<file path="config.mk">
export PLATFORM = sky130hd
export DESIGN_NAME = framed_packet_checksum_decoder_unit
export DESIGN_NICKNAME = d
export VERILOG_FILES = /design/src/fpcd_pkg.sv /design/src/fpcd_cfg.sv /design/src/fpcd_front.sv /design/src/fpcd_queue.sv /design/src/fpcd_back.sv /design/src/framed_packet_checksum_decoder_unit.sv
export SDC_FILE = /design/constraint.sdc
export NUM_CORES = 1
export LEC_CHECK = 0
export BUFFER_PORTS_ARGS = -buffer_cell sky130_fd_sc_hd__buf_2
export CAP_MARGIN = 20
export CORE_ASPECT_RATIO = 1.4
export CORE_MARGIN = 2
export CORE_UTILIZATION = 38
export CTS_BUF_LIST = sky130_fd_sc_hd__clkbuf_4 sky130_fd_sc_hd__clkbuf_8
export DETAILED_ROUTE_END_ITERATION = 10
export GPL_ROUTABILITY_DRIVEN = 0
export HOLD_SLACK_MARGIN = 0.1
export PLACE_DENSITY = 0.61
export RECOVER_POWER = 50
export SLEW_MARGIN = 25
export SYNTH_ARGS = -nofsm -noshare
export SYNTH_HDL_FRONTEND = slang
export SYNTH_HIERARCHICAL = 1
export SYNTH_SLANG_ARGS = --single-unit
</file>
<file path="constraint.sdc">
create_clock -name clk -period 5.8 [get_ports clk]
set_input_delay 0.29 -clock clk [delete_from_list [all_inputs] [get_ports clk]]
set_output_delay 0.29 -clock clk [all_outputs]
set_load 0.02 [all_outputs]
</file>
<file path="src/fpcd_pkg.sv">
// shared types and constants for the framed packet checksum decoder
// used by every module of the block; no dependencies
`timescale 1ns / 1ps

package fpcd_pkg;

  localparam logic [7:0] START_MARK = 8'h99;
  localparam logic [7:0] MIN_LENGTH = 8'd6;
  localparam int unsigned QUEUE_DEPTH = 4;
  localparam int unsigned CFG_ADDR_W = 6;
  localparam int unsigned CFG_DATA_W = 64;

  // register indexes, byte address is 8 times the index
  localparam logic [2:0] REG_FIRST_ID   = 3'd0;
  localparam logic [2:0] REG_FIRST_MSG  = 3'd1;
  localparam logic [2:0] REG_SECOND_ID  = 3'd2;
  localparam logic [2:0] REG_MASK_0     = 3'd3;
  localparam logic [2:0] REG_MASK_1     = 3'd4;
  localparam logic [2:0] REG_MASK_2     = 3'd5;
  localparam logic [2:0] REG_MASK_3     = 3'd6;

  typedef enum logic [1:0] {
    OP_PAYLOAD   = 2'd0,
    OP_HUNT      = 2'd1,
    OP_LENGTH    = 2'd2,
    OP_FRAME_END = 2'd3
  } op_t;

  typedef enum logic [2:0] {
    ST_OK         = 3'd0,
    ST_START      = 3'd1,
    ST_CHECKSUM   = 3'd2,
    ST_SENDER     = 3'd3,
    ST_FIRST_MSG  = 3'd4,
    ST_SECOND_MSG = 3'd5,
    ST_LENGTH     = 3'd6
  } status_t;

  // one classified item handed from front to back
  typedef struct packed {
    op_t        op;
    logic [7:0] data;
    logic [7:0] index;
    logic [7:0] src;
    logic [7:0] msg;
    logic       sum_ok;
  } rec_t;

  typedef struct packed {
    logic [7:0]       first_id;
    logic [7:0]       first_msg;
    logic [7:0]       second_id;
    logic [3:0][63:0] known_mask;
  } cfg_t;

endpackage

</file>
<file path="src/fpcd_cfg.sv">
// configuration register bank behind the apb-style port
// depends on fpcd_pkg
`timescale 1ns / 1ps

module fpcd_cfg (
  input  logic                              clk,
  input  logic                              rst,
  input  logic                              psel,
  input  logic                              penable,
  input  logic                              pwrite,
  input  logic [fpcd_pkg::CFG_ADDR_W-1:0]   paddr,
  input  logic [fpcd_pkg::CFG_DATA_W-1:0]   pwdata,
  output logic [fpcd_pkg::CFG_DATA_W-1:0]   prdata,
  output logic                              pready,
  output fpcd_pkg::cfg_t                    cfg
);

  logic       wr;
  logic [2:0] index;

  assign pready = 1'b1;
  assign wr     = psel && penable && pwrite;
  assign index  = paddr[5:3];

  always_ff @(posedge clk) begin
    if (rst) begin
      cfg.first_id   <= 8'd0;
      cfg.first_msg  <= 8'd0;
      cfg.second_id  <= 8'd1;
      cfg.known_mask <= '0;
    end else if (wr) begin
      unique case (index)
        fpcd_pkg::REG_FIRST_ID:  cfg.first_id      <= pwdata[7:0];
        fpcd_pkg::REG_FIRST_MSG: cfg.first_msg     <= pwdata[7:0];
        fpcd_pkg::REG_SECOND_ID: cfg.second_id     <= pwdata[7:0];
        fpcd_pkg::REG_MASK_0:    cfg.known_mask[0] <= pwdata;
        fpcd_pkg::REG_MASK_1:    cfg.known_mask[1] <= pwdata;
        fpcd_pkg::REG_MASK_2:    cfg.known_mask[2] <= pwdata;
        fpcd_pkg::REG_MASK_3:    cfg.known_mask[3] <= pwdata;
        default: ;
      endcase
    end
  end

  always_comb begin
    unique case (index)
      fpcd_pkg::REG_FIRST_ID:  prdata = {56'd0, cfg.first_id};
      fpcd_pkg::REG_FIRST_MSG: prdata = {56'd0, cfg.first_msg};
      fpcd_pkg::REG_SECOND_ID: prdata = {56'd0, cfg.second_id};
      fpcd_pkg::REG_MASK_0:    prdata = cfg.known_mask[0];
      fpcd_pkg::REG_MASK_1:    prdata = cfg.known_mask[1];
      fpcd_pkg::REG_MASK_2:    prdata = cfg.known_mask[2];
      fpcd_pkg::REG_MASK_3:    prdata = cfg.known_mask[3];
      default:                 prdata = '0;
    endcase
  end

endmodule

</file>
<file path="src/fpcd_front.sv">
// frame parser: tracks position and running sums, classifies each byte
// depends on fpcd_pkg; feeds fpcd_queue
`timescale 1ns / 1ps

module fpcd_front (
  input  logic            clk,
  input  logic            rst,
  input  logic            in_valid,
  output logic            in_ready,
  input  logic [7:0]      in_byte,
  input  logic            q_full,
  output logic            push,
  output fpcd_pkg::rec_t  push_rec
);

  logic [7:0] position, position_next;
  logic [7:0] frame_length, frame_length_next;
  logic [7:0] sender_held, sender_held_next;
  logic [7:0] message_held, message_held_next;
  logic [7:0] sum_a, sum_a_next;
  logic [7:0] sum_b, sum_b_next;
  logic [7:0] check_a, check_a_next;
  logic       accept;
  logic       emit;
  logic [8:0] pos_plus2;
  logic [7:0] acc_a;

  assign in_ready  = !q_full;
  assign accept    = in_valid && in_ready;
  assign push      = accept && emit;
  assign pos_plus2 = {1'b0, position} + 9'd2;
  assign acc_a     = sum_a + in_byte;

  always_comb begin
    position_next     = position;
    frame_length_next = frame_length;
    sender_held_next  = sender_held;
    message_held_next = message_held;
    sum_a_next        = sum_a;
    sum_b_next        = sum_b;
    check_a_next      = check_a;
    emit              = 1'b0;
    push_rec.op       = fpcd_pkg::OP_HUNT;
    push_rec.data     = in_byte;
    push_rec.index    = position - 8'd4;
    push_rec.src      = sender_held;
    push_rec.msg      = message_held;
    push_rec.sum_ok   = (sum_a == check_a) && (sum_b == in_byte);
    priority if (position == 8'd0) begin
      if (in_byte == fpcd_pkg::START_MARK) begin
        position_next = 8'd1;
      end else begin
        emit        = 1'b1;
        push_rec.op = fpcd_pkg::OP_HUNT;
      end
    end else if (position == 8'd1) begin
      frame_length_next = in_byte;
      if (in_byte < fpcd_pkg::MIN_LENGTH) begin
        sum_a_next    = 8'd0;
        sum_b_next    = 8'd0;
        position_next = 8'd0;
        emit          = 1'b1;
        push_rec.op   = fpcd_pkg::OP_LENGTH;
      end else begin
        // sums restart at zero, so both take the length byte
        sum_a_next    = in_byte;
        sum_b_next    = in_byte;
        position_next = 8'd2;
      end
    end else if (position == 8'd2 || position == 8'd3) begin
      if (position == 8'd2) sender_held_next = in_byte;
      else message_held_next = in_byte;
      sum_a_next    = acc_a;
      sum_b_next    = sum_b + acc_a;
      position_next = position + 8'd1;
    end else if (pos_plus2 < {1'b0, frame_length}) begin
      sum_a_next    = acc_a;
      sum_b_next    = sum_b + acc_a;
      position_next = position + 8'd1;
      emit          = 1'b1;
      push_rec.op   = fpcd_pkg::OP_PAYLOAD;
    end else if (pos_plus2 == {1'b0, frame_length}) begin
      check_a_next  = in_byte;
      position_next = position + 8'd1;
    end else begin
      position_next = 8'd0;
      emit          = 1'b1;
      push_rec.op   = fpcd_pkg::OP_FRAME_END;
    end
  end

  always_ff @(posedge clk) begin
    if (rst) begin
      position     <= 8'd0;
      frame_length <= 8'd0;
      sender_held  <= 8'd0;
      message_held <= 8'd0;
      sum_a        <= 8'd0;
      sum_b        <= 8'd0;
      check_a      <= 8'd0;
    end else if (accept) begin
      position     <= position_next;
      frame_length <= frame_length_next;
      sender_held  <= sender_held_next;
      message_held <= message_held_next;
      sum_a        <= sum_a_next;
      sum_b        <= sum_b_next;
      check_a      <= check_a_next;
    end
  end

endmodule

</file>
<file path="src/fpcd_queue.sv">
// short fifo of classified items between front and back
// depends on fpcd_pkg
`timescale 1ns / 1ps

module fpcd_queue #(
  parameter int unsigned DEPTH = fpcd_pkg::QUEUE_DEPTH
) (
  input  logic            clk,
  input  logic            rst,
  input  logic            push,
  input  fpcd_pkg::rec_t  push_rec,
  output logic            full,
  input  logic            pop,
  output logic            q_valid,
  output fpcd_pkg::rec_t  head_rec
);

  localparam int unsigned PTR_W = (DEPTH > 1) ? $clog2(DEPTH) : 1;
  localparam int unsigned CNT_W = $clog2(DEPTH + 1);

  fpcd_pkg::rec_t entries [DEPTH];
  logic [PTR_W-1:0] head, tail;
  logic [CNT_W-1:0] count;

  assign full     = (count == CNT_W'(DEPTH));
  assign q_valid  = (count != '0);
  assign head_rec = entries[head];

  always_ff @(posedge clk) begin
    if (push) entries[tail] <= push_rec;
  end

  always_ff @(posedge clk) begin
    if (rst) begin
      head  <= '0;
      tail  <= '0;
      count <= '0;
    end else begin
      if (push) tail <= (tail == PTR_W'(DEPTH - 1)) ? '0 : tail + 1'b1;
      if (pop) head <= (head == PTR_W'(DEPTH - 1)) ? '0 : head + 1'b1;
      if (push && !pop) count <= count + 1'b1;
      else if (pop && !push) count <= count - 1'b1;
    end
  end

endmodule

</file>
<file path="src/fpcd_back.sv">
// result stage: resolves frame status against the known ids and holds the output item
// depends on fpcd_pkg; fed by fpcd_queue and fpcd_cfg
`timescale 1ns / 1ps

module fpcd_back (
  input  logic            clk,
  input  logic            rst,
  input  logic            q_valid,
  input  fpcd_pkg::rec_t  head_rec,
  output logic            pop,
  input  fpcd_pkg::cfg_t  cfg,
  output logic            out_valid,
  input  logic            out_ready,
  output logic            kind,
  output logic [7:0]      data_byte,
  output logic [7:0]      byte_index,
  output logic [7:0]      source_id,
  output logic [7:0]      message_kind,
  output logic [2:0]      status
);

  fpcd_pkg::status_t end_status, status_next;
  logic              kind_next;
  logic [7:0]        data_next, index_next, src_next, msg_next;
  logic [63:0]       mask_word;
  logic              mask_bit;

  assign pop       = q_valid && (!out_valid || out_ready);
  assign mask_word = cfg.known_mask[head_rec.msg[7:6]];
  assign mask_bit  = mask_word[head_rec.msg[5:0]];

  always_comb begin
    priority if (!head_rec.sum_ok) begin
      end_status = fpcd_pkg::ST_CHECKSUM;
    end else if (head_rec.src == cfg.first_id) begin
      // first source wins when both ids match
      end_status = (head_rec.msg == cfg.first_msg) ? fpcd_pkg::ST_OK
                                                   : fpcd_pkg::ST_FIRST_MSG;
    end else if (head_rec.src == cfg.second_id) begin
      end_status = mask_bit ? fpcd_pkg::ST_OK : fpcd_pkg::ST_SECOND_MSG;
    end else begin
      end_status = fpcd_pkg::ST_SENDER;
    end
  end

  always_comb begin
    kind_next   = 1'b1;
    data_next   = 8'd0;
    index_next  = 8'd0;
    src_next    = 8'd0;
    msg_next    = 8'd0;
    status_next = fpcd_pkg::ST_OK;
    unique case (head_rec.op)
      fpcd_pkg::OP_PAYLOAD: begin
        kind_next  = 1'b0;
        data_next  = head_rec.data;
        index_next = head_rec.index;
        src_next   = head_rec.src;
        msg_next   = head_rec.msg;
      end
      fpcd_pkg::OP_HUNT:   status_next = fpcd_pkg::ST_START;
      fpcd_pkg::OP_LENGTH: status_next = fpcd_pkg::ST_LENGTH;
      fpcd_pkg::OP_FRAME_END: begin
        src_next    = head_rec.src;
        msg_next    = head_rec.msg;
        status_next = end_status;
      end
      default: ;
    endcase
  end

  always_ff @(posedge clk) begin
    if (rst) begin
      out_valid <= 1'b0;
    end else if (pop) begin
      out_valid <= 1'b1;
    end else if (out_ready) begin
      out_valid <= 1'b0;
    end
  end

  always_ff @(posedge clk) begin
    if (pop) begin
      kind         <= kind_next;
      data_byte    <= data_next;
      byte_index   <= index_next;
      source_id    <= src_next;
      message_kind <= msg_next;
      status       <= status_next;
    end
  end

endmodule

</file>
<file path="src/framed_packet_checksum_decoder_unit.sv">
// Frame decoder for a start-marked byte stream with two 8-bit running checksums.
// One byte is taken per clock whenever the internal queue has room. A result
// (payload byte or frame status) is written to the item queue at the edge that
// takes its byte and is loaded into the output register once that register is
// empty or its item is being taken. Results are held in the output register
// until taken, and the queue lets the parser keep accepting bytes meanwhile until
// its entries fill. Payload bytes are delivered as they arrive: drop them if the
// frame's closing status is not ok. Registers sit at byte address 8*index on a
// 64-bit apb-style port and should be written only while no frame is in flight.
// depends on fpcd_pkg, fpcd_cfg, fpcd_front, fpcd_queue, fpcd_back
`timescale 1ns / 1ps

module framed_packet_checksum_decoder_unit #(
  parameter int unsigned QUEUE_DEPTH = fpcd_pkg::QUEUE_DEPTH
) (
  input  logic                              clk,
  input  logic                              rst,
  input  logic                              psel,
  input  logic                              penable,
  input  logic                              pwrite,
  input  logic [fpcd_pkg::CFG_ADDR_W-1:0]   paddr,
  input  logic [fpcd_pkg::CFG_DATA_W-1:0]   pwdata,
  output logic [fpcd_pkg::CFG_DATA_W-1:0]   prdata,
  output logic                              pready,
  input  logic                              in_valid,
  output logic                              in_ready,
  input  logic [7:0]                        in_byte,
  output logic                              out_valid,
  input  logic                              out_ready,
  output logic                              kind,
  output logic [7:0]                        data_byte,
  output logic [7:0]                        byte_index,
  output logic [7:0]                        source_id,
  output logic [7:0]                        message_kind,
  output logic [2:0]                        status
);

  fpcd_pkg::cfg_t cfg;
  fpcd_pkg::rec_t push_rec, head_rec;
  logic           push, pop, q_full, q_valid;

  fpcd_cfg u_cfg (
    .clk     (clk),
    .rst     (rst),
    .psel    (psel),
    .penable (penable),
    .pwrite  (pwrite),
    .paddr   (paddr),
    .pwdata  (pwdata),
    .prdata  (prdata),
    .pready  (pready),
    .cfg     (cfg)
  );

  fpcd_front u_front (
    .clk      (clk),
    .rst      (rst),
    .in_valid (in_valid),
    .in_ready (in_ready),
    .in_byte  (in_byte),
    .q_full   (q_full),
    .push     (push),
    .push_rec (push_rec)
  );

  fpcd_queue #(
    .DEPTH (QUEUE_DEPTH)
  ) u_queue (
    .clk      (clk),
    .rst      (rst),
    .push     (push),
    .push_rec (push_rec),
    .full     (q_full),
    .pop      (pop),
    .q_valid  (q_valid),
    .head_rec (head_rec)
  );

  fpcd_back u_back (
    .clk          (clk),
    .rst          (rst),
    .q_valid      (q_valid),
    .head_rec     (head_rec),
    .pop          (pop),
    .cfg          (cfg),
    .out_valid    (out_valid),
    .out_ready    (out_ready),
    .kind         (kind),
    .data_byte    (data_byte),
    .byte_index   (byte_index),
    .source_id    (source_id),
    .message_kind (message_kind),
    .status       (status)
  );

endmodule

</file>
==> results of run 1 <==
## logic make-up (layout without fill, tap and decap cells)
logic type,count (synthesis),count (layout),synth area share
AND/OR/NAND/NOR,649,649,0.142
buffers and inverters,220,469,0.0481
flip-flops,522,522,0.458
XOR/XNOR,59,59,0.0194
AO/OA/AOI/OAI,318,318,0.0894
adder cells (fa/ha/maj),41,41,0.0201
multiplexers,477,477,0.223
other,1,2,0.000141
## through the flow
| stage | worst slack, ps | area, sq um | cells | total power [mW] |
|---|---|---|---|---|
| 2_1_floorplan | 1050 | 26700 | 2287 | 6.07 |
| 3_3_place_gp | 1290 | 27800 | 3237 | 6.83 |
| 3_5_place_dp | 1240 | 27800 | 3237 | 6.88 |
| 4_1_cts | 1150 | 30400 | 3464 | 10.4 |
| 5_1_grt | 609 | 30300 | 3465 | 10.6 |
| 6_report | 1040 | 30300 | 3465 | 10.2 |
## how the worst max path moves through the flow
stage                             start                to  slack (ps)
global route                        rst     u_cfg/cfg[68]         610
global placement    u_front/position[1]  u_queue/count[2]        1290
CTS                 u_front/position[1]  u_queue/count[2]        1150
detailed placement  u_front/position[1]  u_queue/count[2]        1240
finish                              rst     u_cfg/cfg[68]        1040
floorplan              u_queue/count[0]  u_queue/count[2]        1050
## state kept, by name, summed over array words and instances, names as in the netlist, named ones only
signal,flops
u_back/out_valid,1
u_front/sum_b,8
u_back/byte_index,8
u_queue/head,2
u_front/sum_a,8
u_queue/entries,140
u_front/message_held,8
u_front/sender_held,8
u_queue/tail,2
u_back/data_byte,8
u_back/message_kind,8
u_queue/count,3
u_front/position,8
u_cfg/cfg,280
u_back/status,3
u_front/frame_length,8
u_front/check_a,8
u_back/source_id,8
u_back/kind,1
## report_power, final
part           switching [mW]  internal, mW  total [mW]
Sequential              0.131          4.09        4.22
Combinational            1.69         0.885        2.58
Clock                    1.54          1.88        3.42
## critical path: stages
cell           delay (ps)
dlygate4sd3_1         520
clkbuf_2             1850
clkbuf_1             1860
nand2b_1              470
mux2i_1               140
## timing repair
action	in CTS	in global routing
resized for setup	0	0
hold endpoints to repair	329	0
buffers inserted	0	0
hold buffers	72	0
## cell type report
type                            instances  area (sq um)
Tap cell                              928          1160
Sequential cell                       522         12200
Clock buffer                          137          1670
Multi-Input combinational cell       1545         13200
Timing Repair Buffer                  280          1780
Clock inverter                         18           160
Inverter                               34           128
Antenna cell                            1          2.50
Fill cell                            6606         39000
## cell usage after synthesis (17+ instances only)
master       n  share of area
nor2b_1     27         0.0063
dfxtp_1    346           0.26
o21ai_0     28         0.0053
nand2b_1   348          0.082
ha_1        38          0.018
xor2_1      30         0.0099
edfxtp_1   176           0.20
mux2i_1    376           0.14
mux4_2      86          0.073
a22oi_1     17         0.0048
buf_4       33         0.0093
inv_1       34         0.0048
xnor2_1     29         0.0095
a22o_1      61          0.020
nand3_1     48         0.0090
o2bb2ai_1   56          0.018
nand2_1     73          0.010
a21oi_1     65          0.012
nor2_1      46         0.0065
and2_1      25         0.0059
clkbuf_1    81          0.011
buf_2       38         0.0071
## per-layer routing
layer	wire, um	GRT usage
met5	0	0
met4	2150	0.0720
met3	3200	0.0303
met2	39200	0.374
met1	31300	0.245
==> flow_summary_export.csv, run 1 <==
group,metric,value,unit
outcome,status,"complete, but fails checks",
outcome,violations,"max-capacitance violations, max-slew violations",
clock_tree,cts-root-buf,"clkbuf_8",
pwr,power_leakage,12.2,nW
sta,setup_tns,0,ps
route,drc_errors,0,
critical_path,r2r_cells,10,
die,fp.dieH,317,um
clock_tree,clkTransAtPathRegs,60,ps
route,antenna_left,0,
sta,rsz0062_at_grt,"false",
yosys,mappedNetlistArea,0.0267,sq mm
yosys,yosysSeqAreaShare,0.458,
yosys,yosysUniqueCellTypes,79,
route,routedWlPerCell,21.9,um
sta,fin_skew,52.0,ps
clock_tree,cts_max_level,3,
critical_path,critPathLaunchType,"primary input",
die,coreArea,0.0693,sq mm
yosys,synth_top_flop_cell,"dfxtp_1",
final_layout,drive_gt1_frac,0.171,
final_layout,final_cell_mix,"mux2i_1, nand2b_1, dfxtp_1",
clock_tree,numCtsBuffers,85,
sta,report.final.slew_viol_count,262,
clock_tree,cts_buffer_depth,3,
route,drt-vias-per-instance,5.48,
critical_path,r2r-end,"u_queue/count[2]",
sta,hold_viol,0,
sta,fin_crit_sh,0.820,
route,vias,19000,
sta,relSlewSlack,-0.980,
sta,layout_min_cycle_time,4760,ps
yosys,synth-edff-count,176,
global_routing,grt_pass1_wl,117000,um
final_layout,nNetsFinal,2594,
global_routing,antenna_found_initial,1,
die,die-area,0.0723,sq mm
sta,tightestPinTransition,2970,ps
critical_path,worstPathMaxFanout,142,
worst_hold_path,holdPathEnd,"u_cfg/cfg[276]",
yosys,avgSynthCellArea,11.7,sq um
global_routing,grt_max_degree,189,
pwr,powerDensity,337,mW/mm^2
critical_path,r2r_start,"u_queue/count[0]",
route,drt_iter0_markers,1356,
global_routing,grt.overflow.total,0,
die,die_w,228,um
worst_hold_path,min_path_type,"primary input to flip-flop",
pwr,peakVddDrop,0.000411,V
die,rows,114,
yosys,ys_ff_latch,522,
route,firstDrtPassIters,5,
clock_tree,insertion_delay,710,ps
run,maxCapViolations,3,
yosys,synthArstFlopShare,0,
route,drt_wl_total,75800,um
sta,fmax,210,MHz
yosys,synth_fp_nets,2413,
worst_hold_path,hold_depth,3,
global_routing,grt_pass1_vias,20200,
placement,hpwl,48700,um
yosys,synth_warnings,6,
worst_hold_path,hp-start,"pwdata[4]",
global_routing,track_usage,0.205,
critical_path,reg2reg_slack,1220,ps
final_layout,final_common_cell,"mux2i_1",
clock_tree,cts_sinks,522,
die,initial_utilization,0.385,
final_layout,synthToLayoutAreaGrowth,13.7,%
yosys,syn_inst,2287,
sta,whs,129,ps
critical_path,path_class,"primary input to flip-flop",
critical_path,critical_path_arrival,5270,ps
final_layout,utilization,0.437,
sta,setup_viol,0,
critical_path,end_kind,"flip-flop",
placement,io_buffers,183,
clock_tree,cts_tree,"yes",
critical_path,critPathRequiredTime,6310,ps
die,io_pins,188,
Power figures use the tool's default switching activity.
==> run 2, diff against run 1 <==
ABC_AREA = 1   (was unset)
clock period = 4.8 ns   (was 5.8 ns; I/O delays follow)
==> flow_summary_export.csv, run 2 <==
group,metric,value,unit
global_routing,antenna_found_initial,2,
pwr,power_frac_comb,0.343,
pwr,power.share.switching,0.395,
global_routing,track_usage,0.235,
global_routing,grt_pass1_vias,24000,
yosys,synth_warnings,6,
clock_tree,cts_setup_buffers,0,
outcome,status,"complete, but fails checks",
pwr,clkPwrFrac,0.297,
pwr,p_sw,5.71,mW
clock_tree,cts_tree,"yes",
die,io_pins,188,
final_layout,top_register,"u_cfg/cfg",
sta,fin_crit_sh,0.912,
critical_path,path_class,"primary input to output port",
final_layout,drive_gt1_frac,0.106,
final_layout,seq_area,0.0122,sq mm
sta,hold_viol,0,
clock_tree,cts_resized,0,
route,vias,25200,
pwr,p_int,8.73,mW
run,maxCapViolations,7,
yosys,yosys-top-cells-count,"nand2_1, nor2_1, nand3_1",
yosys,mappedNetlistArea,0.0272,sq mm
pwr,peakVddDrop,0.000570,V
sta,report.final.slew_viol_count,382,
yosys,yosysMostFrequentCell,"nand2_1",
critical_path,critical_path_arrival,4140,ps
yosys,yosysSeqAreaShare,0.449,
clock_tree,cts_max_level,3,
final_layout,final_common_cell,"nand2_1",
die,die-area,0.0737,sq mm
clock_tree,numCtsBuffers,87,
route,drc_errors,0,
final_layout,n_fill_cell,7369,
clock_tree,cts_buffer_depth,3,
sta,whs,265,ps
die,fp.dieH,320,um
route,drt_iter0_markers,2004,
global_routing,grt.overflow.total,0,
pwr,seqPwrFrac,0.360,
pwr,power_leakage,12.7,nW
yosys,avgSynthCellArea,7.25,sq um
yosys,yosysUniqueCellTypes,51,
die,coreArea,0.0711,sq mm
critical_path,worstPathMaxFanout,56,
sta,rsz0062_at_grt,"false",
sta,setup_tns,0,ps
final_layout,nNetsFinal,4009,
sta,relSlewSlack,-0.727,
die,initial_utilization,0.382,
final_layout,synthToLayoutAreaGrowth,13.9,%
pwr,p_total,14.4,mW
yosys,synth_fp_nets,3875,
route,drt_wl_total,87700,um
die,die_w,230,um
final_layout,final_cell_mix,"nand2_1, nor2_1, nand3_1",
yosys,syn_inst,3749,
route,routedWlPerCell,17.9,um
placement,hpwl,53000,um
clock_tree,cts_hold_buf,78,
yosys,synth_top_flop_cell,"dfxtp_1",
critical_path,critPathRequiredTime,4560,ps
final_layout,utilization,0.435,
clock_tree,cts_sinks,522,
clock_tree,cts-root-buf,"clkbuf_8",
yosys,synth.top_cell.area_share,0.255,
final_layout,largestRegisters,"u_cfg/cfg (280), u_queue/entries (140)",
yosys,synth_area_leader_cell,"dfxtp_1",
yosys,synth_area_leaders,"dfxtp_1, edfxtp_1, nand2_1",
final_layout,largest_reg_flops,280,
outcome,violations,"max-capacitance violations, max-slew violations",
route,antenna_left,0,
placement,io_buffers,183,
die,rows,116,
final_layout,multi_input_area,0.0128,sq mm
route,firstDrtPassIters,9,
sta,setup_viol,0,
clock_tree,clkTransAtPathRegs,60,ps
route,drt-vias-per-instance,5.15,
sta,fmax,228,MHz
sta,tightestPinTransition,2590,ps
global_routing,grt_max_degree,145,
worst_hold_path,min_path_type,"primary input to flip-flop",
yosys,synth-edff-count,176,
critical_path,end_kind,"output port",
global_routing,grt_pass1_wl,136000,um
clock_tree,insertion_delay,710,ps
sta,layout_min_cycle_time,4380,ps
yosys,ys_ff_latch,522,
yosys,synthArstFlopShare,0,
sta,fin_skew,38.6,ps
critical_path,critPathLaunchType,"primary input",
pwr,powerDensity,466,mW/mm^2
-- run 2: power groups by stage --
| stage | clock [mW] | combinational [mW] | sequential (mW) |
|---|---|---|---|
| 3_3_place_gp | 0 | 4.94 | 5.29 |
| 4_1_cts | 4.41 | 5.04 | 5.19 |
| 2_1_floorplan | 0 | 3.00 | 5.39 |
| 3_5_place_dp | 0 | 4.97 | 5.28 |
| 5_1_grt | 4.59 | 5.37 | 5.23 |
| 6_report | 4.29 | 4.95 | 5.20 |
-- run 2: cell type report --
type                       instances  share of cell area
clock buffer                     135              0.0538
antenna                            5            0.000404
timing repair buffer             313              0.0672
tap                              944              0.0382
sequential                       522               0.395
multi-input combinational       2756               0.413
clock inverter                    22             0.00740
inverter                         203              0.0252
-- run 2: worst paths after layout --
check / cells past startpoint / slack, ps / to / from
worst max-delay path: 8 / 420 / prdata[35] / paddr[4]
worst min-delay path: 5 / 270 / u_cfg/cfg[72] / paddr[5]
worst max register to register: 20 / 720 / u_queue/count[2] / u_front/position[4]
worst min register to register: 2 / 470 / u_front/frame_length[3] / u_front/frame_length[3]
-- run 2: per-stage QoR --
stage | instance area, sq um | worst slack (ps) | cells
after floorplan | 27200 | 1030 | 3749
after global placement | 28400 | 895 | 4660
after detailed placement | 28400 | 891 | 4660
after CTS | 31100 | 776 | 4895
after global routing | 31000 | 283 | 4900
final | 31000 | 422 | 4900
-- run 2: kinds of logic (layout without fill, tap and decap cells) --
group / Yosys count / count (layout) / share of synthesized area
AND/OR/NAND/NOR: 2440 / 2440 / 0.387
flip-flops: 522 / 522 / 0.449
buffers and inverters: 471 / 673 / 0.0822
AO/OA/AOI/OAI: 224 / 224 / 0.0451
XOR/XNOR: 50 / 50 / 0.0161
adder cells (fa/ha/maj): 41 / 41 / 0.0197
other: 1 / 6 / 0.000138
-- run 2: worst max-delay path: stages --
cell	delay (ps)
clkbuf_2	850
inv_1	1150
nand2_1	250
nor2_4	570
clkbuf_1	560
nand2_1	120
nand4_1	160
buf_2	190
-- run 2: per-layer routing --
| layer | share of wire | GRT usage |
|---|---|---|
| met5 | 0.00015 | 0 |
| met4 | 0.038 | 0.104 |
| met3 | 0.055 | 0.0315 |
| met2 | 0.50 | 0.419 |
| met1 | 0.40 | 0.279 |
